==> src/hw/rtl/jtagdtm_pkg.sv <==
// ----------------------------------------------------------------------------
// jtagdtm_pkg
// Shared constants, codes and the TAP next-state function for the JTAG TAP
// with debug transport.
// ----------------------------------------------------------------------------
package jtagdtm_pkg;

  localparam int DEF_ADDR_BITS = 6;
  localparam int DEF_IR_LEN    = 5;

  localparam logic [31:0] DEF_ID_CODE  = 32'hdeadbeef;
  localparam logic [31:0] DEF_DTM_CTRL = 32'h00000061;

  // Input item kinds (tuser).
  localparam logic [1:0] FUNC_PIN       = 2'd0;
  localparam logic [1:0] FUNC_RESP      = 2'd1;
  localparam logic [1:0] FUNC_TAP_RESET = 2'd2;

  // Configuration register indexes.
  localparam logic CFG_ID_CODE  = 1'b0;
  localparam logic CFG_DTM_CTRL = 1'b1;

  // Instruction codes.
  localparam logic [4:0] INS_IDCODE = 5'h01;
  localparam logic [4:0] INS_DTMCS  = 5'h10;
  localparam logic [4:0] INS_DMI    = 5'h11;

  // DMI op field.
  localparam logic [1:0] OP_NOP     = 2'd0;
  localparam logic [1:0] OP_READ    = 2'd1;
  localparam logic [1:0] OP_WRITE   = 2'd2;
  localparam logic [1:0] OP_SUCCESS = 2'd0;
  localparam logic [1:0] OP_FAILED  = 2'd2;

  // TAP states.
  localparam logic [3:0] TAP_RESET      = 4'd0;
  localparam logic [3:0] TAP_IDLE       = 4'd1;
  localparam logic [3:0] TAP_SELECT_DR  = 4'd2;
  localparam logic [3:0] TAP_CAPTURE_DR = 4'd3;
  localparam logic [3:0] TAP_SHIFT_DR   = 4'd4;
  localparam logic [3:0] TAP_EXIT1_DR   = 4'd5;
  localparam logic [3:0] TAP_PAUSE_DR   = 4'd6;
  localparam logic [3:0] TAP_EXIT2_DR   = 4'd7;
  localparam logic [3:0] TAP_UPDATE_DR  = 4'd8;
  localparam logic [3:0] TAP_SELECT_IR  = 4'd9;
  localparam logic [3:0] TAP_CAPTURE_IR = 4'd10;
  localparam logic [3:0] TAP_SHIFT_IR   = 4'd11;
  localparam logic [3:0] TAP_EXIT1_IR   = 4'd12;
  localparam logic [3:0] TAP_PAUSE_IR   = 4'd13;
  localparam logic [3:0] TAP_EXIT2_IR   = 4'd14;
  localparam logic [3:0] TAP_UPDATE_IR  = 4'd15;

  function automatic logic [3:0] tap_step(input logic [3:0] s, input logic tms);
    logic [3:0] n;
    case (s)
      TAP_RESET:      n = tms ? TAP_RESET     : TAP_IDLE;
      TAP_IDLE:       n = tms ? TAP_SELECT_DR : TAP_IDLE;
      TAP_SELECT_DR:  n = tms ? TAP_SELECT_IR : TAP_CAPTURE_DR;
      TAP_CAPTURE_DR: n = tms ? TAP_EXIT1_DR  : TAP_SHIFT_DR;
      TAP_SHIFT_DR:   n = tms ? TAP_EXIT1_DR  : TAP_SHIFT_DR;
      TAP_EXIT1_DR:   n = tms ? TAP_UPDATE_DR : TAP_PAUSE_DR;
      TAP_PAUSE_DR:   n = tms ? TAP_EXIT2_DR  : TAP_PAUSE_DR;
      TAP_EXIT2_DR:   n = tms ? TAP_UPDATE_DR : TAP_SHIFT_DR;
      TAP_UPDATE_DR:  n = tms ? TAP_SELECT_DR : TAP_IDLE;
      TAP_SELECT_IR:  n = tms ? TAP_RESET     : TAP_CAPTURE_IR;
      TAP_CAPTURE_IR: n = tms ? TAP_EXIT1_IR  : TAP_SHIFT_IR;
      TAP_SHIFT_IR:   n = tms ? TAP_EXIT1_IR  : TAP_SHIFT_IR;
      TAP_EXIT1_IR:   n = tms ? TAP_UPDATE_IR : TAP_PAUSE_IR;
      TAP_PAUSE_IR:   n = tms ? TAP_EXIT2_IR  : TAP_PAUSE_IR;
      TAP_EXIT2_IR:   n = tms ? TAP_UPDATE_IR : TAP_SHIFT_IR;
      TAP_UPDATE_IR:  n = tms ? TAP_SELECT_DR : TAP_IDLE;
      default:        n = TAP_RESET;
    endcase
    return n;
  endfunction

endpackage

==> src/hw/rtl/jtag_tap_with_debug_transport_core.sv <==
// ----------------------------------------------------------------------------
// jtag_tap_with_debug_transport_core
// JTAG TAP with an IR_LEN-bit IR (default 5) and a debug module interface transport.
// ----------------------------------------------------------------------------
// Channel   Direction  Handshake             Payload
// s_axis    in         tvalid/tready         tuser: func; tdata: pins, response
// m_axis    out        tvalid/tready         tdata: tdo, TAP state, DMI request
// cfg       in         cfg_we (no wait)      cfg_index, cfg_data
//
// One item per clock is sustained while m_axis takes results; the result of an item
// passes the input register, then the result register, before it is offered on m_axis.
// The whole TAP and DMI update for an item is done in the cycle in which it
// leaves the input register, so the next item sees the new state at once.
// A stall on m_axis holds both registers; s_axis_tready stays high while the
// input register is empty or moving on.
// rst is synchronous and returns the TAP to Test-Logic-Reset with empty stages.
// ----------------------------------------------------------------------------
module jtag_tap_with_debug_transport_core
  import jtagdtm_pkg::*;
#(
  parameter int ADDR_BITS = DEF_ADDR_BITS,
  parameter int IR_LEN    = DEF_IR_LEN
) (
  input  logic        clk,
  input  logic        rst,
  input  logic        s_axis_tvalid,
  output logic        s_axis_tready,
  input  logic [1:0]  s_axis_tuser,   // func
  input  logic [39:0] s_axis_tdata,   // tck, tms, tdi, resp_data[31:0], resp_ok, pad
  output logic        m_axis_tvalid,
  input  logic        m_axis_tready,
  output logic [47:0] m_axis_tdata,   // tdo, tap_now[3:0], dmi_req_valid,
                                      // dmi_req_write, dmi_req_addr[5:0],
                                      // dmi_req_wdata[31:0], pad
  input  logic        cfg_we,
  input  logic        cfg_index,
  input  logic [31:0] cfg_data
);

  localparam int DR_W = ADDR_BITS + 34;

  logic [31:0] id_code;
  logic [31:0] dtm_ctrl;

  logic        in_valid;
  logic [1:0]  in_func;
  logic        in_tck;
  logic        in_tms;
  logic        in_tdi;
  logic [31:0] in_resp_data;
  logic        in_resp_ok;

  logic             prev_tck, prev_tck_next;
  logic             prev_tms, prev_tms_next;
  logic             prev_tdi, prev_tdi_next;
  logic [3:0]       tap_state, tap_state_next;
  logic [IR_LEN-1:0] instr_reg, instr_reg_next;
  logic [DR_W-1:0]  data_reg, data_reg_next;
  logic             long_scan, long_scan_next;
  logic             tdo_bit, tdo_bit_next;
  logic [DR_W-1:0]  dmi_reg, dmi_reg_next;
  logic             read_pending, read_pending_next;

  logic        req_valid;
  logic        req_write;
  logic [5:0]  req_addr;
  logic [31:0] req_wdata;

  logic        out_valid;
  logic [47:0] out_data;
  logic        advance;

  logic [DR_W-1:0]       dr_shift;
  logic [1:0]            dr_op;
  logic [ADDR_BITS+5:0]  addr_ext;

  assign advance       = in_valid && (!out_valid || m_axis_tready);
  assign s_axis_tready = !in_valid || advance;
  assign m_axis_tvalid = out_valid;
  assign m_axis_tdata  = out_data;

  always_ff @(posedge clk) begin
    if (rst) begin
      id_code  <= DEF_ID_CODE;
      dtm_ctrl <= DEF_DTM_CTRL;
    end else if (cfg_we) begin
      case (cfg_index)
        CFG_ID_CODE:  id_code  <= cfg_data;
        CFG_DTM_CTRL: dtm_ctrl <= cfg_data;
        default:      id_code  <= id_code;
      endcase
    end
  end

  always_ff @(posedge clk) begin
    if (rst) begin
      in_valid <= 1'b0;
    end else if (s_axis_tvalid && s_axis_tready) begin
      in_valid <= 1'b1;
    end else if (advance) begin
      in_valid <= 1'b0;
    end
  end

  always_ff @(posedge clk) begin
    if (s_axis_tvalid && s_axis_tready) begin
      in_func      <= s_axis_tuser;
      in_tck       <= s_axis_tdata[0];
      in_tms       <= s_axis_tdata[1];
      in_tdi       <= s_axis_tdata[2];
      in_resp_data <= s_axis_tdata[34:3];
      in_resp_ok   <= s_axis_tdata[35];
    end
  end

  always_comb begin
    dr_shift = data_reg >> 1;
    if (long_scan) begin
      dr_shift[DR_W-1] = dr_shift[DR_W-1] | prev_tdi;
    end else begin
      dr_shift[31] = dr_shift[31] | prev_tdi;
    end
  end

  always_comb begin
    prev_tck_next     = prev_tck;
    prev_tms_next     = prev_tms;
    prev_tdi_next     = prev_tdi;
    tap_state_next    = tap_state;
    instr_reg_next    = instr_reg;
    data_reg_next     = data_reg;
    long_scan_next    = long_scan;
    tdo_bit_next      = tdo_bit;
    dmi_reg_next      = dmi_reg;
    read_pending_next = read_pending;
    req_valid         = 1'b0;
    req_write         = 1'b0;
    req_addr          = 6'd0;
    req_wdata         = 32'd0;
    dr_op             = 2'd0;
    addr_ext          = '0;
    case (in_func)
      FUNC_PIN: begin
        if (!prev_tck && in_tck) begin
          if (tap_state == TAP_SHIFT_DR) begin
            data_reg_next = dr_shift;
          end else if (tap_state == TAP_SHIFT_IR) begin
            instr_reg_next = {prev_tdi, instr_reg[IR_LEN-1:1]};
          end
          tap_state_next = tap_step(tap_state, prev_tms);
          if (tap_state_next == TAP_RESET) begin
            instr_reg_next = IR_LEN'(INS_IDCODE);
          end else if (tap_state_next == TAP_CAPTURE_DR) begin
            if (instr_reg_next == IR_LEN'(INS_IDCODE)) begin
              data_reg_next  = {{(DR_W-32){1'b0}}, id_code};
              long_scan_next = 1'b0;
            end else if (instr_reg_next == IR_LEN'(INS_DTMCS)) begin
              data_reg_next  = {{(DR_W-32){1'b0}}, dtm_ctrl};
              long_scan_next = 1'b0;
            end else if (instr_reg_next == IR_LEN'(INS_DMI)) begin
              data_reg_next  = dmi_reg;
              long_scan_next = 1'b1;
            end
          end else if (tap_state_next == TAP_SHIFT_DR) begin
            tdo_bit_next = data_reg_next[0];
          end else if (tap_state_next == TAP_SHIFT_IR) begin
            tdo_bit_next = instr_reg_next[0];
          end else if (tap_state_next == TAP_UPDATE_DR &&
                       instr_reg_next == IR_LEN'(INS_DMI)) begin
            dr_op        = data_reg_next[1:0];
            dmi_reg_next = data_reg_next;
            if (dr_op == OP_READ || dr_op == OP_WRITE) begin
              addr_ext          = {6'd0, data_reg_next[DR_W-1:34]};
              req_valid         = 1'b1;
              req_write         = (dr_op == OP_WRITE);
              req_addr          = addr_ext[5:0];
              req_wdata         = data_reg_next[33:2];
              read_pending_next = (dr_op == OP_READ);
            end else begin
              dmi_reg_next[1:0] = OP_SUCCESS;
            end
          end
        end
        prev_tck_next = in_tck;
        prev_tms_next = in_tms;
        prev_tdi_next = in_tdi;
      end
      FUNC_RESP: begin
        if (read_pending && in_resp_ok) begin
          dmi_reg_next[33:2] = in_resp_data;
        end
        dmi_reg_next[1:0] = in_resp_ok ? OP_SUCCESS : OP_FAILED;
        read_pending_next = 1'b0;
      end
      FUNC_TAP_RESET: begin
        tap_state_next = TAP_RESET;
      end
      default: begin
        tap_state_next = tap_state;
      end
    endcase
  end

  always_ff @(posedge clk) begin
    if (rst) begin
      prev_tck     <= 1'b0;
      prev_tms     <= 1'b0;
      prev_tdi     <= 1'b0;
      tap_state    <= TAP_RESET;
      instr_reg    <= '0;
      data_reg     <= '0;
      long_scan    <= 1'b0;
      tdo_bit      <= 1'b0;
      dmi_reg      <= {{(DR_W-2){1'b0}}, OP_FAILED};
      read_pending <= 1'b0;
    end else if (advance) begin
      prev_tck     <= prev_tck_next;
      prev_tms     <= prev_tms_next;
      prev_tdi     <= prev_tdi_next;
      tap_state    <= tap_state_next;
      instr_reg    <= instr_reg_next;
      data_reg     <= data_reg_next;
      long_scan    <= long_scan_next;
      tdo_bit      <= tdo_bit_next;
      dmi_reg      <= dmi_reg_next;
      read_pending <= read_pending_next;
    end
  end

  always_ff @(posedge clk) begin
    if (rst) begin
      out_valid <= 1'b0;
    end else if (advance) begin
      out_valid <= 1'b1;
    end else if (m_axis_tready) begin
      out_valid <= 1'b0;
    end
  end

  always_ff @(posedge clk) begin
    if (advance) begin
      out_data <= {3'd0, req_wdata, req_addr, req_write, req_valid,
                   tap_state_next, tdo_bit_next};
    end
  end

endmodule

==> config.mk <==
export PLATFORM = sky130hd
export DESIGN_NAME = jtag_tap_with_debug_transport_core
export DESIGN_NICKNAME = d
export VERILOG_FILES = /design/src/hw/rtl/jtagdtm_pkg.sv /design/src/hw/rtl/jtag_tap_with_debug_transport_core.sv
export SDC_FILE = /design/constraint.sdc
export NUM_CORES = 1
export LEC_CHECK = 0
export BUFFER_PORTS_ARGS = -buffer_cell sky130_fd_sc_hd__buf_4
export CORE_MARGIN = 2
export CORE_UTILIZATION = 58
export CTS_CLUSTER_DIAMETER = 60
export DETAILED_ROUTE_END_ITERATION = 6
export GPL_ROUTABILITY_DRIVEN = 1
export PLACE_DENSITY = 0.78
export SYNTH_ARGS = -nofsm -noshare
export SYNTH_HDL_FRONTEND = slang
export SYNTH_SLANG_ARGS = --single-unit
==> constraint.sdc <==
create_clock -name clk -period 3.8 [get_ports clk]
set_input_delay 0.38 -clock clk [delete_from_list [all_inputs] [get_ports clk]]
set_output_delay 0.38 -clock clk [all_outputs]
set_load 0.05 [all_outputs]
; Yosys cells after proc, flatten, opt, wreduce, memory -nomap -nowiden
; Index checks and enable logic that the tools add are counted.
[word_totals]
ff_bits = 244
latch_bits = 0
ramBits = 0
romBits = 0
input_bits = 80
out_inout_bits = 50
wordCells = 165
n_memories = 0
[classes]
n_addsub = 0
mul = 0
n_div = 0
n_lt_le_gt_ge = 0
n_eq_ne = 34
shift = 0
n_mux = 64
n_bitwise = 10
reduce_logical = 32
[ops]
columns = cell, count
row1 = $mux 40, 8
row2 = $mux 34, 6
row3 = $pmux 34 s2, 1
row4 = $pmux 4 s12, 1
row5 = $eq 4x4->1 const B, 10
row6 = $mux 32, 1
row7 = $mux 4, 7
row8 = $mux 1, 26
row9 = $mux 5, 5
row10 = $eq 4x3->1 const B, 5
row11 = $reduce_and 9->1, 2
row12 = $ne 2x2->1 const B, 8
row13 = $reduce_and 8->1, 2
row14 = $eq 4x2->1 const B, 3
row15 = $eq 5x5->1 const B, 2
row16 = $mux 2, 5
row17 = $not 1->1, 9
row18 = $logic_not 4->1, 2
row19 = $pmux 4 s2, 1
row20 = $reduce_or 8->1, 1
row21 = $reduce_or 7->1, 1
row22 = $mux 3, 2
row23 = $reduce_and 2->1, 3
row24 = $reduce_and 6->1, 1
row25 = 15 further kinds, 28

; Depth between registers and ports, before layout
[logic_depth]
word_depth = 15
ltp_mapped = 13
ltp_nobuf = 9

; Worst setup path after synthesis
; No wires, ideal clock.
[synth_timing]
kind = register -> register
start = reg tap_state[2]
end = reg out_data[19], in the netlist m_axis_tdata[19], data pin
setup_ns = 0.265
t_arrival_ns = 2.375
t_required_ns = 3.535
setup_slack_ns = 1.160
path_stages_with_launch = 14
n_path_buf = 5
synth_period_minus_slack_ns = 2.640
cell_sequence = dfxtp_1 buf_2 nor4b_1 buf_2 buf_2 nand2_1 nand2_1 inv_1 ha_1 inv_1 nand3_1 buf_2 buf_1 nor2_1
[synth_between]
elab_chain_len = 9
word_cells_on_any_way = 42
classes_between = eq/ne: 22 / mux: 10 / bitwise: 2 / reduce/logical: 8
[synth_rtl]
columns = element, line
row1 = "start, declared", jtag_tap_with_debug_transport_core.sv:56  ; logic [3:0] tap_state, tap_state_next;
row2 = "start signal, assigned", jtag_tap_with_debug_transport_core.sv:220  ; tap_state <= tap_state_next;
row3 = $eq 4x4->1 (tied with other cells), jtagdtm_pkg.sv:55  ; case (s)
row4 = $reduce_or 3->1 (no line) (tied with other cells), -
row5 = $pmux 4 s12 or $mux 5 (tied branches), "jtagdtm_pkg.sv:55, jtag_tap_with_debug_transport_core.sv:145"
row6 = $mux 4 or $mux 5 (tied branches), jtag_tap_with_debug_transport_core.sv:144  ; if (!prev_tck && in_tck) begin
row7 = $mux 4 or $mux 5 (tied branches), jtag_tap_with_debug_transport_core.sv:142  ; case (in_func)
row8 = $eq 4x4->1 or $eq 5x5->1 (tied branches), "jtag_tap_with_debug_transport_core.sv:168, jtag_tap_with_debug_transport_core.sv:169"
row9 = $logic_and 1x1->1, jtag_tap_with_debug_transport_core.sv:168  ; end else if (tap_state_next == TAP_UPDATE_DR &&
row10 = $not 1->1 (no line), -
row11 = $reduce_or 8->1 (no line), -
row12 = "end signal, assigned", jtag_tap_with_debug_transport_core.sv:242  ; out_data <= {3'd0, req_wdata, req_addr, req_write, req_valid,
row13 = "end, declared", jtag_tap_with_debug_transport_core.sv:70  ; logic [47:0] out_data;
; Parallel ways exist; a longest one is shown, timed or not. The select of a mux whose other input is x is not followed.
; A chain may end at the register's enable or synchronous reset.

; Worst setup path after layout
[layout_timing]
start = reg tap_state[0]
end = reg out_data[40], in the netlist m_axis_tdata[40], data pin
; The elaborated chain is that of the path after synthesis.

==> run summary <==
The average cell area after synthesis came out at about 9.5 um^2. The final routed wire length divided by cell count is 18.9 um. The number of setup buffers added after CTS is 0.

For this block, the routed nets add up to 28,300 um of wire. The detailed-router iteration count before antenna repair is 5. The detailed-route DRC error count came out at 0. The total of max-cap violations is 0.

After clock tree synthesis, the clock-pin slew on the worst setup and hold paths is 0.06 ns. The final period demand of the worst path came out at 3.12 ns. The primary flip-flop cell chosen by synthesis mapping is sky130_fd_sc_hd__dfxtp_1. The placed wire-length estimate is 18,100 um.

Summing over every cut layer, the via total after detailed routing is between 9,000 and 10,000. The peak ir drop on the vdd network is 0.338 mV. The area added between synthesis and finish came out at 16.7%. The count of antenna-violating nets left after detailed routing came out at 0.

The number of antenna violations at the first check in global routing came out at 0. The largest fanout on the critical path is 18. The clock tree root buffer cell is sky130_fd_sc_hd__clkbuf_16. sky130_fd_sc_hd__dfxtp_1 takes more of the synthesized area than any other cell.

The sum of internal, switching and leakage power is ~5700 uW. By area the synthesized netlist is led by sky130_fd_sc_hd__dfxtp_1 29%, sky130_fd_sc_hd__edfxtp_1 22%, sky130_fd_sc_hd__mux2i_1 6.9%. The register with the most flip-flops in the layout has between 40 and 50 of them. TritonCTS built the clock tree. The ratio of cells with drive above 1 in the final layout is slightly below 20%. The cell area after synthesis came out at 11,100 um^2.

The top-level I/O count came out at 130. The total global-route track usage is between 20% and 30%. The level count of the clock H-tree came out at 1. The classification of the worst setup path is reg2reg. The number of buffers created by CTS came out at 25. The number of DRC violations after detailed-routing iteration 0 came out at 784. The warning count from the yosys run came out at 0. The clock insertion delay at the later pin of the skew report came out at around 0.53 ns. For the worst setup path, the data arrival time is 3.48 ns. The post-route cell area came out at 12,900 um^2. The flow ran to the end, and the final reports show no timing, DRC or antenna violations. The number of storage elements in the synthesis netlist came out at 244.

The pin count of the biggest net entering global routing is 71. The largest individual stage delay along the critical path comes from the cell sky130_fd_sc_hd__or4b_2. For flop-to-flop paths, the worst setup slack is 0.68 ns.

STA classifies the critical path endpoint as a flip-flop. The highest cell delay on the worst timing path is roughly 0.84 ns. Setup repair after global routing left no endpoint under its margin. The category of the worst setup path launch point is a flip-flop. The worst clock skew came out at 0.0202 ns. The number of I/O port buffers is about 120.

The number of cells upsized or downsized after cts is 0. For this design, the sink count on the clock tree is 244. Derived from the worst setup path, the maximum achievable clock frequency is 321 MHz.

The floorplan has 50 rows. After layout, the worst path uses between 80% and 90% of the clock period. In this run the worst hold path is classified as in2reg.

The maximum clock insertion buffer count is 3. The number of global-route vias before repair came to 8,732. In this run the power density over the cells is 443 nW/um^2. The area of the core is 18,800 um^2.

The fraction of synthesized cell area taken by the top area cell type came out at 29.0%. The sequential element share of the synthesized area is 51.5%. The die is 142 um wide. Using the TritonRoute via totals, the vias-per-cell ratio works out to between 6 and 7.

The number of buffers inserted for hold repair after clock tree synthesis is 0. The gate count after technology mapping came out at roughly 1,200. The initial core utilization is between 50% and 60%. The first-pass GRT wire length came out at 45,500 um. The number of distinct library cells after synthesis came out at 73.

The relative slew slack came out at 29.5%. The antenna diode count came out at 0. The static leakage is 0.00466 uW. The congestion estimate from routability-driven global placement came to 0.845. The proportion of synthesized flip-flops having asynchronous set or reset is 0%.

The number of setup violations in the final report came out at 0. The critical path goes through buf_4 -> or4b_2 -> nand2_1 -> nand2_1 -> inv_1 -> ha_1 -> inv_1 -> nand3_1 -> buf_4 -> nor2_1. Adding up every negative setup slack in the final design gives 0 ns. The final-report hold violation count is 0. The actual transition at the worst max-transition pin is 1.06 ns. The slack of the critical path is 0.685 ns. The chip height is 142 um.

Counting flops with a built-in enable in the synthesized netlist gives 83. The placed instances occupy a cell area of around 12,000 um^2. The post-layout utilization of the core is between 60% and 70%. The net total in the final layout came out at approximately 1,300. The worst setup timing slack at the placement stage is 0.749 ns.

The max-slew violation count is 0. The required time reported for the critical path endpoint is 4.17 ns. The die covers 20,300 um^2. Global routing finished with a remaining overflow of 0.
==> report_power, final <==
part / total (uW) / internal [uW] / switching (uW)
clock: 2430 / 1410 / 1010
combinational: 472 / 170 / 302
sequential: 2840 / 2790 / 48.5
total: 5740 / 4370 / 1360
==> cell type report <==
class / instances / area (um^2)
clock buffer: 37 / 773
timing repair buffer: 153 / 1150
sequential: 244 / 5720
inverter: 16 / 60.1
tap: 234 / 293
clock inverter: 9 / 56.3
multi-input combinational: 805 / 4900
fill: 1444 / 5820
==> critical path, delay by kind of cell, from the launching register on <==
kind / cells / cell delay, ns
buf+inv: 4 / 0.78
flops: 1 / 0.41
simple gates: 5 / 1.54
fa+ha+maj: 1 / 0.23
==> synth_stat cells, types with 3 or more instances <==
| cell | n |
|---|---|
| sky130_fd_sc_hd__a211oi_1 | 14 |
| sky130_fd_sc_hd__a21oi_1 | 90 |
| sky130_fd_sc_hd__a221oi_1 | 4 |
| sky130_fd_sc_hd__a221oi_2 | 4 |
| sky130_fd_sc_hd__a22o_1 | 3 |
| sky130_fd_sc_hd__a22oi_1 | 15 |
| sky130_fd_sc_hd__a2bb2oi_1 | 10 |
| sky130_fd_sc_hd__a311oi_1 | 8 |
| sky130_fd_sc_hd__a31oi_1 | 8 |
| sky130_fd_sc_hd__a32o_1 | 3 |
| sky130_fd_sc_hd__a32oi_1 | 8 |
| sky130_fd_sc_hd__and2_1 | 8 |
| sky130_fd_sc_hd__and3_1 | 4 |
| sky130_fd_sc_hd__buf_1 | 5 |
| sky130_fd_sc_hd__buf_2 | 18 |
| sky130_fd_sc_hd__buf_4 | 8 |
| sky130_fd_sc_hd__buf_6 | 4 |
| sky130_fd_sc_hd__clkbuf_1 | 64 |
| sky130_fd_sc_hd__dfxtp_1 | 161 |
| sky130_fd_sc_hd__edfxtp_1 | 83 |
| sky130_fd_sc_hd__ha_1 | 3 |
| sky130_fd_sc_hd__inv_1 | 15 |
| sky130_fd_sc_hd__mux2_2 | 21 |
| sky130_fd_sc_hd__mux2i_1 | 77 |
| sky130_fd_sc_hd__nand2_1 | 175 |
| sky130_fd_sc_hd__nand2b_1 | 18 |
| sky130_fd_sc_hd__nand3_1 | 34 |
| sky130_fd_sc_hd__nor2_1 | 136 |
| sky130_fd_sc_hd__nor2b_1 | 10 |
| sky130_fd_sc_hd__nor3_1 | 15 |
| sky130_fd_sc_hd__nor3b_1 | 4 |
| sky130_fd_sc_hd__nor4_1 | 7 |
| sky130_fd_sc_hd__o211ai_1 | 4 |
| sky130_fd_sc_hd__o21ai_0 | 27 |
| sky130_fd_sc_hd__o221ai_1 | 13 |
| sky130_fd_sc_hd__o22ai_1 | 15 |
| sky130_fd_sc_hd__o31a_1 | 11 |
| sky130_fd_sc_hd__o32ai_1 | 3 |
| sky130_fd_sc_hd__or2_2 | 3 |
==> through the flow <==
step | hold WS, ns | cells
after floorplan | 0.430 | 1164
final | 0.0224 | 1498
after detailed placement | 0.447 | 1452
after CTS | 0.0149 | 1498
after global placement | 0.439 | 1452
after global routing | 0.0101 | 1498
==> placed cells by master, fill, tap and decap left out, types with 16 or more instances in the layout <==
cell type	Yosys	routed
sky130_fd_sc_hd__o21ai_0	27	27
sky130_fd_sc_hd__nor2_1	136	136
sky130_fd_sc_hd__nand2_1	175	175
sky130_fd_sc_hd__buf_4	8	153
sky130_fd_sc_hd__mux2_2	21	21
sky130_fd_sc_hd__nand2b_1	18	16
sky130_fd_sc_hd__clkbuf_16	0	27
sky130_fd_sc_hd__dfxtp_1	161	161
sky130_fd_sc_hd__edfxtp_1	83	83
sky130_fd_sc_hd__nand3_1	34	34
sky130_fd_sc_hd__mux2i_1	77	77
sky130_fd_sc_hd__a21oi_1	90	90
==> routing by layer <==
| metal | track usage [%] | part of all wire [%] |
|---|---|---|
| met5 | 0 | 0 |
| met1 | 37.7 | 43 |
| met3 | 4.24 | 7.5 |
| met4 | 10.3 | 3.0 |
| met2 | 46.0 | 47 |
==> cells by family (layout without fill, tap and decap cells) <==
logic type	after synthesis	in the layout	share of synthesized area (%)
compound gates	262	262	16.2
xor+xnor	2	2	0.158
fa+ha+maj	3	3	0.338
buf+inv	115	215	4.63
flops	244	244	51.5
mux	100	100	9.32
other cells	1	3	0.0338
simple gates	435	435	17.8
==> worst paths after layout <==
| path | startpoint | to | cells after the start |
|---|---|---|---|
| setup / recovery | tap_state[0] | m_axis_tdata[40] | 10 |
| hold / removal | s_axis_tdata[20] | in_resp_data[17] | 1 |
| hold reg to reg | id_code[29] | id_code[29] | 2 |
| setup reg to reg | tap_state[0] | m_axis_tdata[40] | 10 |
(Power assumes the default switching activity.)
